==> config.mk <==
export PLATFORM = sky130hd
export DESIGN_NAME = mac_frame_filter_autoack
export DESIGN_NICKNAME = d
export VERILOG_FILES = /design/src/mff_pkg.sv /design/src/mac_frame_filter_autoack.sv /design/src/mff_decide.sv
export SDC_FILE = /design/constraint.sdc
export NUM_CORES = 1
export LEC_CHECK = 0
export BUFFER_PORTS_ARGS = -buffer_cell sky130_fd_sc_hd__buf_4
export CORE_MARGIN = 2
export CORE_UTILIZATION = 30
export CTS_CLUSTER_DIAMETER = 60
export DETAILED_ROUTE_END_ITERATION = 8
export REMOVE_ABC_BUFFERS = 1
export SETUP_SLACK_MARGIN = 0.05
export SKIP_CTS_REPAIR_TIMING = 1
export SYNTH_ARGS = -nofsm -noshare
export SYNTH_HDL_FRONTEND = slang
export SYNTH_SLANG_ARGS = --single-unit
==> constraint.sdc <==
create_clock -name clk -period 5.8 [get_ports clk]
set_input_delay 0.29 -clock clk [delete_from_list [all_inputs] [get_ports clk]]
set_output_delay 0.29 -clock clk [all_outputs]
set_load 0.05 [all_outputs]
==> src/mff_pkg.sv <==
// Shared types, frame control constants and field helpers for the
// 802.15.4 receive frame filter. Used by mff_decide and the top level.
package mff_pkg;

    // frame control bits
    localparam logic [15:0] FC_TYPE_MASK    = 16'h0007;
    localparam logic [15:0] FC_TYPE_BEACON  = 16'h0000;
    localparam logic [15:0] FC_TYPE_DATA    = 16'h0001;
    localparam logic [15:0] FC_TYPE_COMMAND = 16'h0003;
    localparam logic [15:0] FC_SECURITY     = 16'h0008;
    localparam logic [15:0] FC_ACK_REQUEST  = 16'h0020;
    localparam logic [15:0] FC_PAN_COMPRESS = 16'h0040;
    localparam logic [15:0] FC_SEQ_SUPPRESS = 16'h0100;
    localparam logic [15:0] FC_DST_LONG     = 16'h0400;
    localparam logic [15:0] FC_DST_PRESENT  = 16'h0800;
    localparam logic [15:0] FC_SRC_LONG     = 16'h4000;
    localparam logic [15:0] FC_SRC_PRESENT  = 16'h8000;

    localparam logic [7:0]  CMD_DATA_REQUEST = 8'h04;
    localparam logic [15:0] BROADCAST        = 16'hffff;
    localparam logic [7:0]  SIFS_MAX_LENGTH  = 8'd18;
    localparam logic [7:0]  MAX_FRAME_LENGTH = 8'd127;

    // context flag bit positions inside flags[5:0]
    localparam int CF_ALL        = 0;
    localparam int CF_BEACON     = 1;
    localparam int CF_DEST_SHORT = 2;
    localparam int CF_DATA_SHORT = 3;
    localparam int CF_DEST_LONG  = 4;
    localparam int CF_HANDLE_ACK = 5;

    // configuration register indexes
    localparam logic [2:0] REG_LONG_ADDRESS = 3'd0;
    localparam logic [2:0] REG_CONTEXT_0    = 3'd1;
    localparam logic [2:0] REG_CONTEXT_LAST = 3'd4;

    localparam int CTX_WIDTH = 38;

    typedef logic [CTX_WIDTH-1:0] context_t;

    // captured header fields of the frame including the current byte
    typedef struct packed {
        logic [7:0]  length;
        logic [15:0] fc;
        logic [7:0]  seq;
        logic [15:0] pan;
        logic [63:0] dst;
        logic [7:0]  cmd;
        logic [8:0]  count;
        logic        crc_good;
    } frame_t;

    // one filter result
    typedef struct packed {
        logic       frame_ok;
        logic       long_gap;
        logic       poll_request;
        logic [7:0] ack_sequence;
        logic       ack_needed;
        logic [3:0] pass_mask;
    } result_t;

    // destination address length in bytes
    function automatic logic [3:0] dest_len(input logic [15:0] fc);
        logic [3:0] len;
        if ((fc & FC_DST_PRESENT) == 16'h0)
            len = 4'd0;
        else if ((fc & FC_DST_LONG) != 16'h0)
            len = 4'd8;
        else
            len = 4'd2;
        return len;
    endfunction

    // byte position of the command identifier
    function automatic logic [4:0] command_pos(input logic [15:0] fc);
        logic [4:0] src;
        src = ((fc & FC_SRC_LONG) != 16'h0) ? 5'd8 : 5'd2;
        return 5'd6 + {1'b0, dest_len(fc)} + src;
    endfunction

endpackage

==> src/mac_frame_filter_autoack.sv <==
// 802.15.4 receive frame filter with auto-ack decision, stream in and out.
// A result is taken into the result register from the tlast beat held in the
// input register. Throughput: one byte beat per cycle, but a tlast beat waits
// while a result is held untaken; field capture and decision are combinational.
// Reset (rst_n low, asynchronous): configuration and frame state clear to
// zero, both pipeline registers empty. Depends on mff_pkg and mff_decide.
module mac_frame_filter_autoack #(
    parameter int CONTEXT_COUNT = 4
) (
    input  logic        clk,
    input  logic        rst_n,
    // configuration write channel
    input  logic        cfg_valid,
    output logic        cfg_ready,
    input  logic [2:0]  cfg_index,
    input  logic [63:0] cfg_data,
    // received bytes
    input  logic        s_axis_tvalid,
    output logic        s_axis_tready,
    input  logic [7:0]  s_axis_tdata,   // [7:0] data_byte
    input  logic        s_axis_tlast,   // last_byte
    input  logic        s_axis_tuser,   // [0] crc_good
    // filter results
    output logic        m_axis_tvalid,
    input  logic        m_axis_tready,
    output logic [15:0] m_axis_tdata    // [3:0] pass_mask, [4] ack_needed,
                                        // [12:5] ack_sequence, [13] poll_request,
                                        // [14] long_gap, [15] frame_ok
);

    // configuration registers
    logic [63:0]       long_address_reg;
    mff_pkg::context_t context_reg [CONTEXT_COUNT];

    // input register
    logic       in_valid_reg;
    logic [7:0] in_data_reg;
    logic       in_last_reg;
    logic       in_crc_reg;

    // frame capture state
    logic [7:0]  pos_reg,    pos_next;
    logic [7:0]  length_reg, length_next;
    logic [15:0] fc_reg,     fc_next;
    logic [7:0]  seq_reg,    seq_next;
    logic [15:0] pan_reg,    pan_next;
    logic [63:0] dst_reg,    dst_next;
    logic [7:0]  cmd_reg,    cmd_next;

    // output register
    logic             out_valid_reg;
    mff_pkg::result_t out_data_reg;

    logic             out_free;
    logic             consume;
    logic [7:0]       dst_off;
    mff_pkg::frame_t  frame;
    mff_pkg::result_t result;

    assign cfg_ready     = 1'b1;
    assign out_free      = !out_valid_reg || m_axis_tready;
    assign consume       = in_valid_reg && (!in_last_reg || out_free);
    assign s_axis_tready = !in_valid_reg || consume;
    assign m_axis_tvalid = out_valid_reg;
    assign m_axis_tdata  = out_data_reg;

    // configuration writes; indexes beyond the list are dropped
    always_ff @(posedge clk or negedge rst_n)
    begin
        if (!rst_n)
        begin
            long_address_reg <= 64'd0;
            for (int i = 0; i < CONTEXT_COUNT; i++)
                context_reg[i] <= '0;
        end
        else if (cfg_valid)
        begin
            if (cfg_index == mff_pkg::REG_LONG_ADDRESS)
                long_address_reg <= cfg_data;
            for (int i = 0; i < CONTEXT_COUNT; i++)
                if (cfg_index == mff_pkg::REG_CONTEXT_0 + 3'(i) &&
                    cfg_index <= mff_pkg::REG_CONTEXT_LAST)
                    context_reg[i] <= cfg_data[mff_pkg::CTX_WIDTH-1:0];
        end
    end

    // input register
    always_ff @(posedge clk or negedge rst_n)
    begin
        if (!rst_n)
            in_valid_reg <= 1'b0;
        else if (s_axis_tready)
            in_valid_reg <= s_axis_tvalid;
    end

    always_ff @(posedge clk)
    begin
        if (s_axis_tready && s_axis_tvalid)
        begin
            in_data_reg <= s_axis_tdata;
            in_last_reg <= s_axis_tlast;
            in_crc_reg  <= s_axis_tuser;
        end
    end

    // field capture at fixed byte positions, the command byte where fc places it
    always_comb
    begin
        length_next = length_reg;
        fc_next     = fc_reg;
        seq_next    = seq_reg;
        pan_next    = pan_reg;
        dst_next    = dst_reg;
        cmd_next    = cmd_reg;
        dst_off     = pos_reg - 8'd6;
        case (pos_reg)
            8'd0: length_next = in_data_reg;
            8'd1: fc_next[7:0] = in_data_reg;
            8'd2: fc_next[15:8] = in_data_reg;
            8'd3: seq_next = in_data_reg;
            8'd4: pan_next[7:0] = in_data_reg;
            8'd5: pan_next[15:8] = in_data_reg;
            default:
            begin
                if (pos_reg <= 8'd13)
                    dst_next[{dst_off[2:0], 3'b000} +: 8] = in_data_reg;
            end
        endcase
        if (pos_reg >= 8'd3 && pos_reg == {3'd0, mff_pkg::command_pos(fc_next)})
            cmd_next = in_data_reg;
        pos_next = (pos_reg == 8'hff) ? pos_reg : pos_reg + 8'd1;
    end

    always_comb
    begin
        frame.length   = length_next;
        frame.fc       = fc_next;
        frame.seq      = seq_next;
        frame.pan      = pan_next;
        frame.dst      = dst_next;
        frame.cmd      = cmd_next;
        frame.count    = {1'b0, pos_reg} + 9'd1;
        frame.crc_good = in_crc_reg;
    end

    mff_decide #(
        .CONTEXT_COUNT(CONTEXT_COUNT)
    ) u_decide (
        .frame       (frame),
        .long_address(long_address_reg),
        .contexts    (context_reg),
        .result      (result)
    );

    // frame state: advance per byte, clear after the last one
    always_ff @(posedge clk or negedge rst_n)
    begin
        if (!rst_n)
        begin
            pos_reg    <= 8'd0;
            length_reg <= 8'd0;
            fc_reg     <= 16'd0;
            seq_reg    <= 8'd0;
            pan_reg    <= 16'd0;
            dst_reg    <= 64'd0;
            cmd_reg    <= 8'd0;
        end
        else if (consume)
        begin
            if (in_last_reg)
            begin
                pos_reg    <= 8'd0;
                length_reg <= 8'd0;
                fc_reg     <= 16'd0;
                seq_reg    <= 8'd0;
                pan_reg    <= 16'd0;
                dst_reg    <= 64'd0;
                cmd_reg    <= 8'd0;
            end
            else
            begin
                pos_reg    <= pos_next;
                length_reg <= length_next;
                fc_reg     <= fc_next;
                seq_reg    <= seq_next;
                pan_reg    <= pan_next;
                dst_reg    <= dst_next;
                cmd_reg    <= cmd_next;
            end
        end
    end

    // result register
    always_ff @(posedge clk or negedge rst_n)
    begin
        if (!rst_n)
            out_valid_reg <= 1'b0;
        else if (consume && in_last_reg)
            out_valid_reg <= 1'b1;
        else if (m_axis_tready)
            out_valid_reg <= 1'b0;
    end

    always_ff @(posedge clk)
    begin
        if (consume && in_last_reg)
            out_data_reg <= result;
    end

endmodule

==> src/mff_decide.sv <==
// Per-context accept decision, auto-ack and data-request evaluation.
// Depends on mff_pkg for field types and frame control constants.
module mff_decide #(
    parameter int CONTEXT_COUNT = 4
) (
    input  mff_pkg::frame_t   frame,
    input  logic [63:0]       long_address,
    input  mff_pkg::context_t contexts [CONTEXT_COUNT],
    output mff_pkg::result_t  result
);

    // does one context accept the frame (address and type rules only)
    function automatic logic accepts(input mff_pkg::context_t ctx,
                                     input mff_pkg::frame_t f,
                                     input logic [63:0] own_long);
        logic [5:0]  flags;
        logic [15:0] pan;
        logic [15:0] saddr;
        logic [15:0] ftype;
        logic        ok;
        flags = ctx[37:32];
        pan   = ctx[15:0];
        saddr = ctx[31:16];
        ftype = f.fc & mff_pkg::FC_TYPE_MASK;
        ok    = 1'b0;
        if (flags[mff_pkg::CF_ALL])
            ok = 1'b1;
        else if ((f.fc & mff_pkg::FC_SEQ_SUPPRESS) != 16'h0)
            ok = 1'b0;
        else if (flags[mff_pkg::CF_BEACON] && ftype == mff_pkg::FC_TYPE_BEACON)
            ok = 1'b1;
        else if ((f.fc & mff_pkg::FC_DST_PRESENT) == 16'h0)
            ok = 1'b0;
        else if (f.pan != mff_pkg::BROADCAST && f.pan != pan)
            ok = 1'b0;
        else if ((f.fc & mff_pkg::FC_DST_LONG) == 16'h0)
        begin
            if (flags[mff_pkg::CF_DEST_SHORT] ||
                (flags[mff_pkg::CF_DATA_SHORT] && ftype == mff_pkg::FC_TYPE_DATA))
                ok = (f.dst[15:0] == mff_pkg::BROADCAST) || (f.dst[15:0] == saddr);
        end
        else
            ok = flags[mff_pkg::CF_DEST_LONG] && (f.dst == own_long);
        return ok;
    endfunction

    localparam logic [15:0] DREQ_MASK = mff_pkg::FC_TYPE_MASK | mff_pkg::FC_SECURITY |
        mff_pkg::FC_PAN_COMPRESS | mff_pkg::FC_SEQ_SUPPRESS | mff_pkg::FC_DST_PRESENT |
        mff_pkg::FC_SRC_PRESENT;
    localparam logic [15:0] DREQ_FORM = mff_pkg::FC_TYPE_COMMAND | mff_pkg::FC_PAN_COMPRESS |
        mff_pkg::FC_DST_PRESENT | mff_pkg::FC_SRC_PRESENT;

    logic [8:0] need;
    logic       len_ok;
    logic       cmd_seen;
    logic       dreq_frame;
    logic [3:0] pass;
    logic       ack;
    logic       dreq;
    logic [5:0] flags;

    // frame-wide qualifiers
    always_comb
    begin
        if ((frame.fc & mff_pkg::FC_DST_PRESENT) != 16'h0)
            need = 9'd6 + {5'd0, mff_pkg::dest_len(frame.fc)};
        else
            need = 9'd4;
        len_ok     = frame.crc_good && (frame.count >= need) &&
                     (frame.length <= mff_pkg::MAX_FRAME_LENGTH);
        cmd_seen   = frame.count > {4'd0, mff_pkg::command_pos(frame.fc)};
        dreq_frame = ((frame.fc & DREQ_MASK) == DREQ_FORM) && cmd_seen &&
                     (frame.cmd == mff_pkg::CMD_DATA_REQUEST);
    end

    // per-context evaluation, independent lanes
    always_comb
    begin
        pass  = 4'd0;
        ack   = 1'b0;
        dreq  = 1'b0;
        flags = 6'd0;
        for (int i = 0; i < CONTEXT_COUNT; i++)
        begin
            flags = contexts[i][37:32];
            if (len_ok && flags != 6'd0 && accepts(contexts[i], frame, long_address))
            begin
                pass[i] = 1'b1;
                if (flags[mff_pkg::CF_HANDLE_ACK] &&
                    (frame.fc & mff_pkg::FC_ACK_REQUEST) != 16'h0)
                begin
                    ack = 1'b1;
                    if (dreq_frame)
                    begin
                        dreq    = 1'b1;
                        pass[i] = 1'b0;
                    end
                end
            end
        end
    end

    always_comb
    begin
        result.pass_mask    = pass;
        result.ack_needed   = ack;
        result.ack_sequence = ack ? frame.seq : 8'd0;
        result.poll_request = dreq;
        result.long_gap     = !frame.crc_good || (frame.length > mff_pkg::SIFS_MAX_LENGTH);
        result.frame_ok     = frame.crc_good;
    end

endmodule

Word-level counts from Yosys, hierarchy flattened
Cells that the tools add are included.

Word-level logic and storage cells: 219. Register bits: 367. Output and inout port bits: 19. Input port bits: 82.

Magnitude comparators: 7. Equal/unequal tests: 26. Mux-type cells: 78. Shift operators: 2. Reduce and logical (&&, ||, !) cells: 73. $add $sub $neg: 7.

Operators with widths (number): 64-bit two-way mux (3); 8-bit two-way mux (12); 64-bit bitwise mux (1); 16-bit equality test (4); 64-bit equality test (1); 16-bit != test (4); 8-bit by 8-bit variable shift with 64-bit output (first input constant) (1); 8-bit by 8-bit indexed part select with 64-bit output (1); 1-bit two-way mux (55); 16-bit zero test (3); 1-bit logical AND (40); 16-bit two-way mux (2); 8-bit by 3-bit equality test with 1-bit output (second input constant) (3); 6-bit nonzero test (4); 16-bit equality test (second input constant) (1); 8-bit by 2-bit equality test with 1-bit output (second input constant) (2); 8-bit equality test (second input constant) (2); 4-bit two-way mux (4); 16-bit != test (second input constant) (1); 1-bit logical OR (12); 2-bit AND reduction (6); 3-bit by 4-bit adder with 5-bit output (first input constant) (2); 8-bit by 1-bit adder with 9-bit output (second input constant) (1); 9-bit greater-or-equal comparator (1); other kinds (22) (27).

Longest topological paths before layout
Depth after elaboration: 26. Mapped depth: 20. Mapped depth without buffers: 18.

By module
Synthesis repeated with hierarchy kept, for this count alone.

Cells, all modules: 1631. Area total of the unflattened synthesis: 18935.7 um^2.

Modules (own cells, without submodules): mac_frame_filter_autoack (instances 1, cells each 1209, area each 15683.8 um^2); mff_decide (instances 1, cells each 422, area each 3251.9 um^2).

Worst setup path after synthesis
OpenSTA, ideal clock, no wires.

Path kind: register to register. Start point: reg pos_reg[0]. End point: reg out_data_reg (netlist bit m_axis_tdata[11]), data pin. Buffers on the path: 4. Arrival time: 4.298 ns. Stages on the path, launching flop included: 17. Period minus slack after synthesis: 4.580 ns. Required time: 5.519 ns. Path slack: 1.220 ns. Cell sequence: dfrtp_1 -> clkbuf_1 -> clkbuf_1 -> inv_1 -> ha_1 -> ha_1 -> clkbuf_1 -> and3_1 -> clkbuf_1 -> nand2_1 -> a21oi_2 -> xnor2_1 -> nor4b_1 -> a21o_1 -> a32o_1 -> a311oi_2 -> a211oi_1.

Cells in the longest elaborated chain, start to end: 23. Elaborated cells on any way between the ends: 118.

RTL lines: from (decl) (line mac_frame_filter_autoack.sv:42) `logic [7:0] pos_reg, pos_next;`; from (signal assigned) (line mac_frame_filter_autoack.sv:182) `pos_reg <= pos_next;`; 3-bit subtractor (line mac_frame_filter_autoack.sv:115) `dst_off = pos_reg - 8'd6;`; 6-bit negation with 8-bit output (line mac_frame_filter_autoack.sv:126) `dst_next[{dst_off[2:0], 3'b000} +: 8] = in_data_reg;`; 8-bit by 8-bit indexed part select with 64-bit output or 8-bit by 8-bit variable shift with 64-bit output (tied branches) (line mac_frame_filter_autoack.sv:126); 64-bit bitwise mux (line mac_frame_filter_autoack.sv:126); 64-bit two-way mux (line mac_frame_filter_autoack.sv:125) `if (pos_reg <= 8'd13)`; 64-bit two-way mux (line mac_frame_filter_autoack.sv:116) `case (pos_reg)`; 16-bit equality test (line mff_decide.sv:40) `ok = (f.dst[15:0] == mff_pkg::BROADCAST) || (f.dst[15:0] == saddr);`; 1-bit logical OR (line mff_decide.sv:40); (+7 left out); 1-bit logical AND (line mff_decide.sv:86) `if (len_ok && flags != 6'd0 && accepts(contexts[i], frame, long_address))`; 1-bit two-way mux (line mff_decide.sv:86); 1-bit two-way mux (line mff_decide.sv:89) `if (flags[mff_pkg::CF_HANDLE_ACK] &&`; 1-bit two-way mux (line mff_decide.sv:86); 1-bit two-way mux (line mff_decide.sv:89); 1-bit two-way mux (line mff_decide.sv:86); 1-bit two-way mux (line mff_decide.sv:89); 1-bit two-way mux (line mff_decide.sv:86); to (signal assigned) (line mac_frame_filter_autoack.sv:207) `out_data_reg <= result;`; to (decl) (line mac_frame_filter_autoack.sv:52) `mff_pkg::result_t out_data_reg;`.

Several ways; a longest one is shown, not always the timed one. The select of a mux whose other input is x is not followed. A chain may end at the register's enable or synchronous reset.

Worst setup path after layout
Start point: reg pos_reg[0]. End point: reg out_data_reg (netlist bit m_axis_tdata[5]), data pin.

Same word-level chain as after synthesis.

==> flow_metrics.py <==
metrics = {
    "sta": {
        "slew_viol_final": 0,
        "max-slew-margin-rel": 0.2208,
        "finalClockSkew_ns": 0.04195,
        "rsz0062_at_grt": "false",
        "fmax_ghz": 0.1839,
        "finalHoldViolCount": 2,
        "setup_viol": 0,
        "period_minus_slack_ns": 5.439,
        "holdWs_ns": -0.003999,
        "max_slew.worst_pin.slew_ns": 1.139,
        "setup_slack_ns": 0.3608,
        "post-route-period-util": 0.9378,
    },
    "global_routing": {
        "antenna_found_initial": 0,
        "grt_max_degree": 128,
        "grt_pass1_vias": 18970,
        "grt_pass1_wl_mm": 126.9,
        "grt-ovfl-total": 0,
        "grt_use_total": 0.2268,
    },
    "place": {
        "dpl.hpwl_mm": 60.75,
        "preCtsSetupSlack_ns": 0.4304,
        "numPortBuffers": 99,
        "gp_congestion": 0.9649,
    },
    "critical_path": {
        "crit_type": "flop to flop",
        "critPathMaxFanout": 23,
        "slowest_stage": "a2111oi_1",
        "slowest_delay_ns": 0.60,
        "required_ns": 6.20,
        "critPathBufInv": 5,
        "cp-end-kind": "flop",
        "path_cells": "buf_4 > inv_1 > ha_1 > ha_1 > nor4bb_1 > buf_4 > nand3_1 > and2_1 > a2111o_1 > a2111oi_1 > buf_4 > nand4_1 > nor4_1 > buf_4 > o311a_1 > a311oi_2 > a211oi_1",
        "arrival_ns": 5.84,
        "startpoint_type": "flop",
        "crit_path_frequent_cell": "buf_4",
        "critPathTopFamily": "compound AO/OA/AOI/OAI gates",
    },
    "die": {
        "row_count": 97,
        "ioPinCount": 101,
        "die_h_um": 271.2,
        "die_area_um2": 73570,
        "start_util": 0.3044,
        "core_area_um2": 70390,
        "chipWidth_um": 271.2,
    },
    "finish": {
        "final_nets": 2412,
        "area_growth_pct": 19.78,
        "largest_register_ffs": 152,
        "final_common_cell": "dfrtp_1",
        "layout_common_cells": "dfrtp_1 (341), mux2_2 (185), buf_4 (158)",
        "drive_gt1_frac": 0.1943,
    },
    "routing": {
        "firstDrtPassIters": 6,
        "ant_nets": 0,
        "route.detailed.drc": 0,
        "wl_mm": 85.43,
        "viasPerCell": 5.808,
        "vias": 19130,
        "drt_iter0_drc": 2190,
        "wl_per_cell_um": 25.94,
    },
    "job": {
        "drv_cap": 0,
    },
    "clock_network": {
        "cts_sinks": 367,
        "cts_tree": "yes",
        "cts.clk_slew.worst_paths_ns": 0.06,
        "worstSkewPairLatency_ns": 0.61,
        "cts_inserted_buffers": 47,
        "htreeDepth": 2,
        "cts-root-buf": "clkbuf_16",
        "clock_path_buffers": 3,
    },
    "outcome": {
        "status": "finished, violations left",
        "violations": "hold timing",
    },
    "power_and_ir_drop": {
        "p_leak_nw": 10.34,
        "peakVddDrop_v": 0.0002412,
        "power_density_nw_per_um2": 369.0,
        "total_power_mw": 9.469,
    },
    "logic_synthesis": {
        "syn_area_per_cell_um2": 9.779,
        "synth_cell_types": 90,
        "async_flop_share": 0.9292,
        "syn_area_um2": 21430,
        "netlist_instances": 2191,
        "yosys_warnings": 0,
        "synth-main-ff-cell": "dfrtp_1",
        "seq_area_frac_synth": 0.4347,
        "synth_edf_count": 26,
        "ys_seq_elements": 367,
    },
    "hold_path": {
        "hold_path_class": "input pin to flop",
    },
}
cells in the mapped netlist (10+ instances only):
cell type | count | area [um^2]
o22ai_1 | 45 | 281.5
and3_1 | 18 | 112.6
o221ai_1 | 20 | 175.2
o21ai_1 | 10 | 50.05
clkbuf_1 | 123 | 461.7
a22o_1 | 53 | 464.2
nand4_1 | 39 | 244.0
a21oi_1 | 123 | 615.6
buf_1 | 21 | 78.83
nand3_1 | 56 | 280.3
o2111ai_1 | 10 | 87.58
a21o_1 | 11 | 82.58
nor3b_1 | 11 | 82.58
nand2b_1 | 20 | 125.1
nor2_1 | 79 | 296.5
inv_1 | 93 | 349.1
xnor2_1 | 96 | 840.8
dfrtp_1 | 341 | 8533
o21a_1 | 11 | 82.58
or4_1 | 10 | 75.07
nand2_1 | 150 | 563.0
and2_1 | 12 | 75.07
a31oi_1 | 18 | 112.6
nor3_1 | 59 | 295.3
nor4_1 | 41 | 256.5
ha_1 | 16 | 200.2
o21ai_0 | 147 | 735.7
mux2i_1 | 22 | 220.2
nor2b_1 | 13 | 81.33
mux2_2 | 185 | 2083
edfxtp_1 | 26 | 780.8
o211ai_1 | 16 | 120.1
xor2_1 | 65 | 569.3
a22oi_1 | 22 | 165.2
a211oi_1 | 22 | 165.2
through the flow:
step	area [um^2]	utilization	std cells	TNS, ns
6_report	25660	0.3646	3293	0
3_3_place_gp	23300	0.3310	3137	0
4_1_cts	24990	0.3550	3225	0
5_1_grt	25660	0.3645	3292	0
2_1_floorplan	20810	-	2036	-157.77
3_5_place_dp	23300	0.3310	3137	0
worst min-delay path, stage by stage:
cell and delay [ns]:
buf_4 0.15, nand2_1 0.06, o21ai_0 0.06
routing by layer:
metal  routed length, um  vias to the layer above  global-route usage
li1                    -                     8374                   -
met1               36820                     9648              0.3064
met2               38610                      909              0.3555
met3                6446                      195             0.04308
met4                3552                        0             0.09456
met5                   0                        -                   0
path summary, 6_finish.rpt:
check	endpoint	slack (ns)	cells after the start	startpoint
setup / recovery	m_axis_tdata[5]	0.36	17	pos_reg[0]
hold / removal	long_address_reg[9]	-0.004	3	cfg_data[9]
setup reg to reg	m_axis_tdata[5]	0.36	17	pos_reg[0]
hold reg to reg	dst_reg[41]	0.47	1	dst_reg[41]
max in group asynchronous	dst_reg[26]	4.07	3	rst_n
min in group asynchronous	in_valid_reg	0.32	2	rst_n
cells by family (layout without fill, tap and decap cells):
family	Yosys count	after routing	synth area share
muxes	207	207	0.1075
buffers and inverters	252	413	0.04561
and+or+nand+nor	570	570	0.1431
DFF	367	367	0.4347
adders and majority gates	17	17	0.01028
other	1	2	0.0001750
AOI/OAI and AO/OA	616	616	0.1928
xor gates and xnor gates	161	161	0.06581
area by class of cell:
type,instances,area (um^2)
repair buffers,228,1912
clock buffers,58,1309
multi-input cells,1572,11210
fillers,7047,44730
well taps,940,1176
clock inverters,30,377.9
inverters,97,364.1
flip-flops and latches,367,9314
diodes,1,2.502
where the power goes:
| group | internal (mW) | switching (mW) | total [mW] |
|---|---|---|---|
| Combinational | 1.11 | 1.53 | 2.64 |
| Clock | 1.90 | 1.28 | 3.18 |
| Sequential | 3.07 | 0.583 | 3.65 |
| Total | 6.07 | 3.40 | 9.47 |
(Power assumes the default switching activity.)
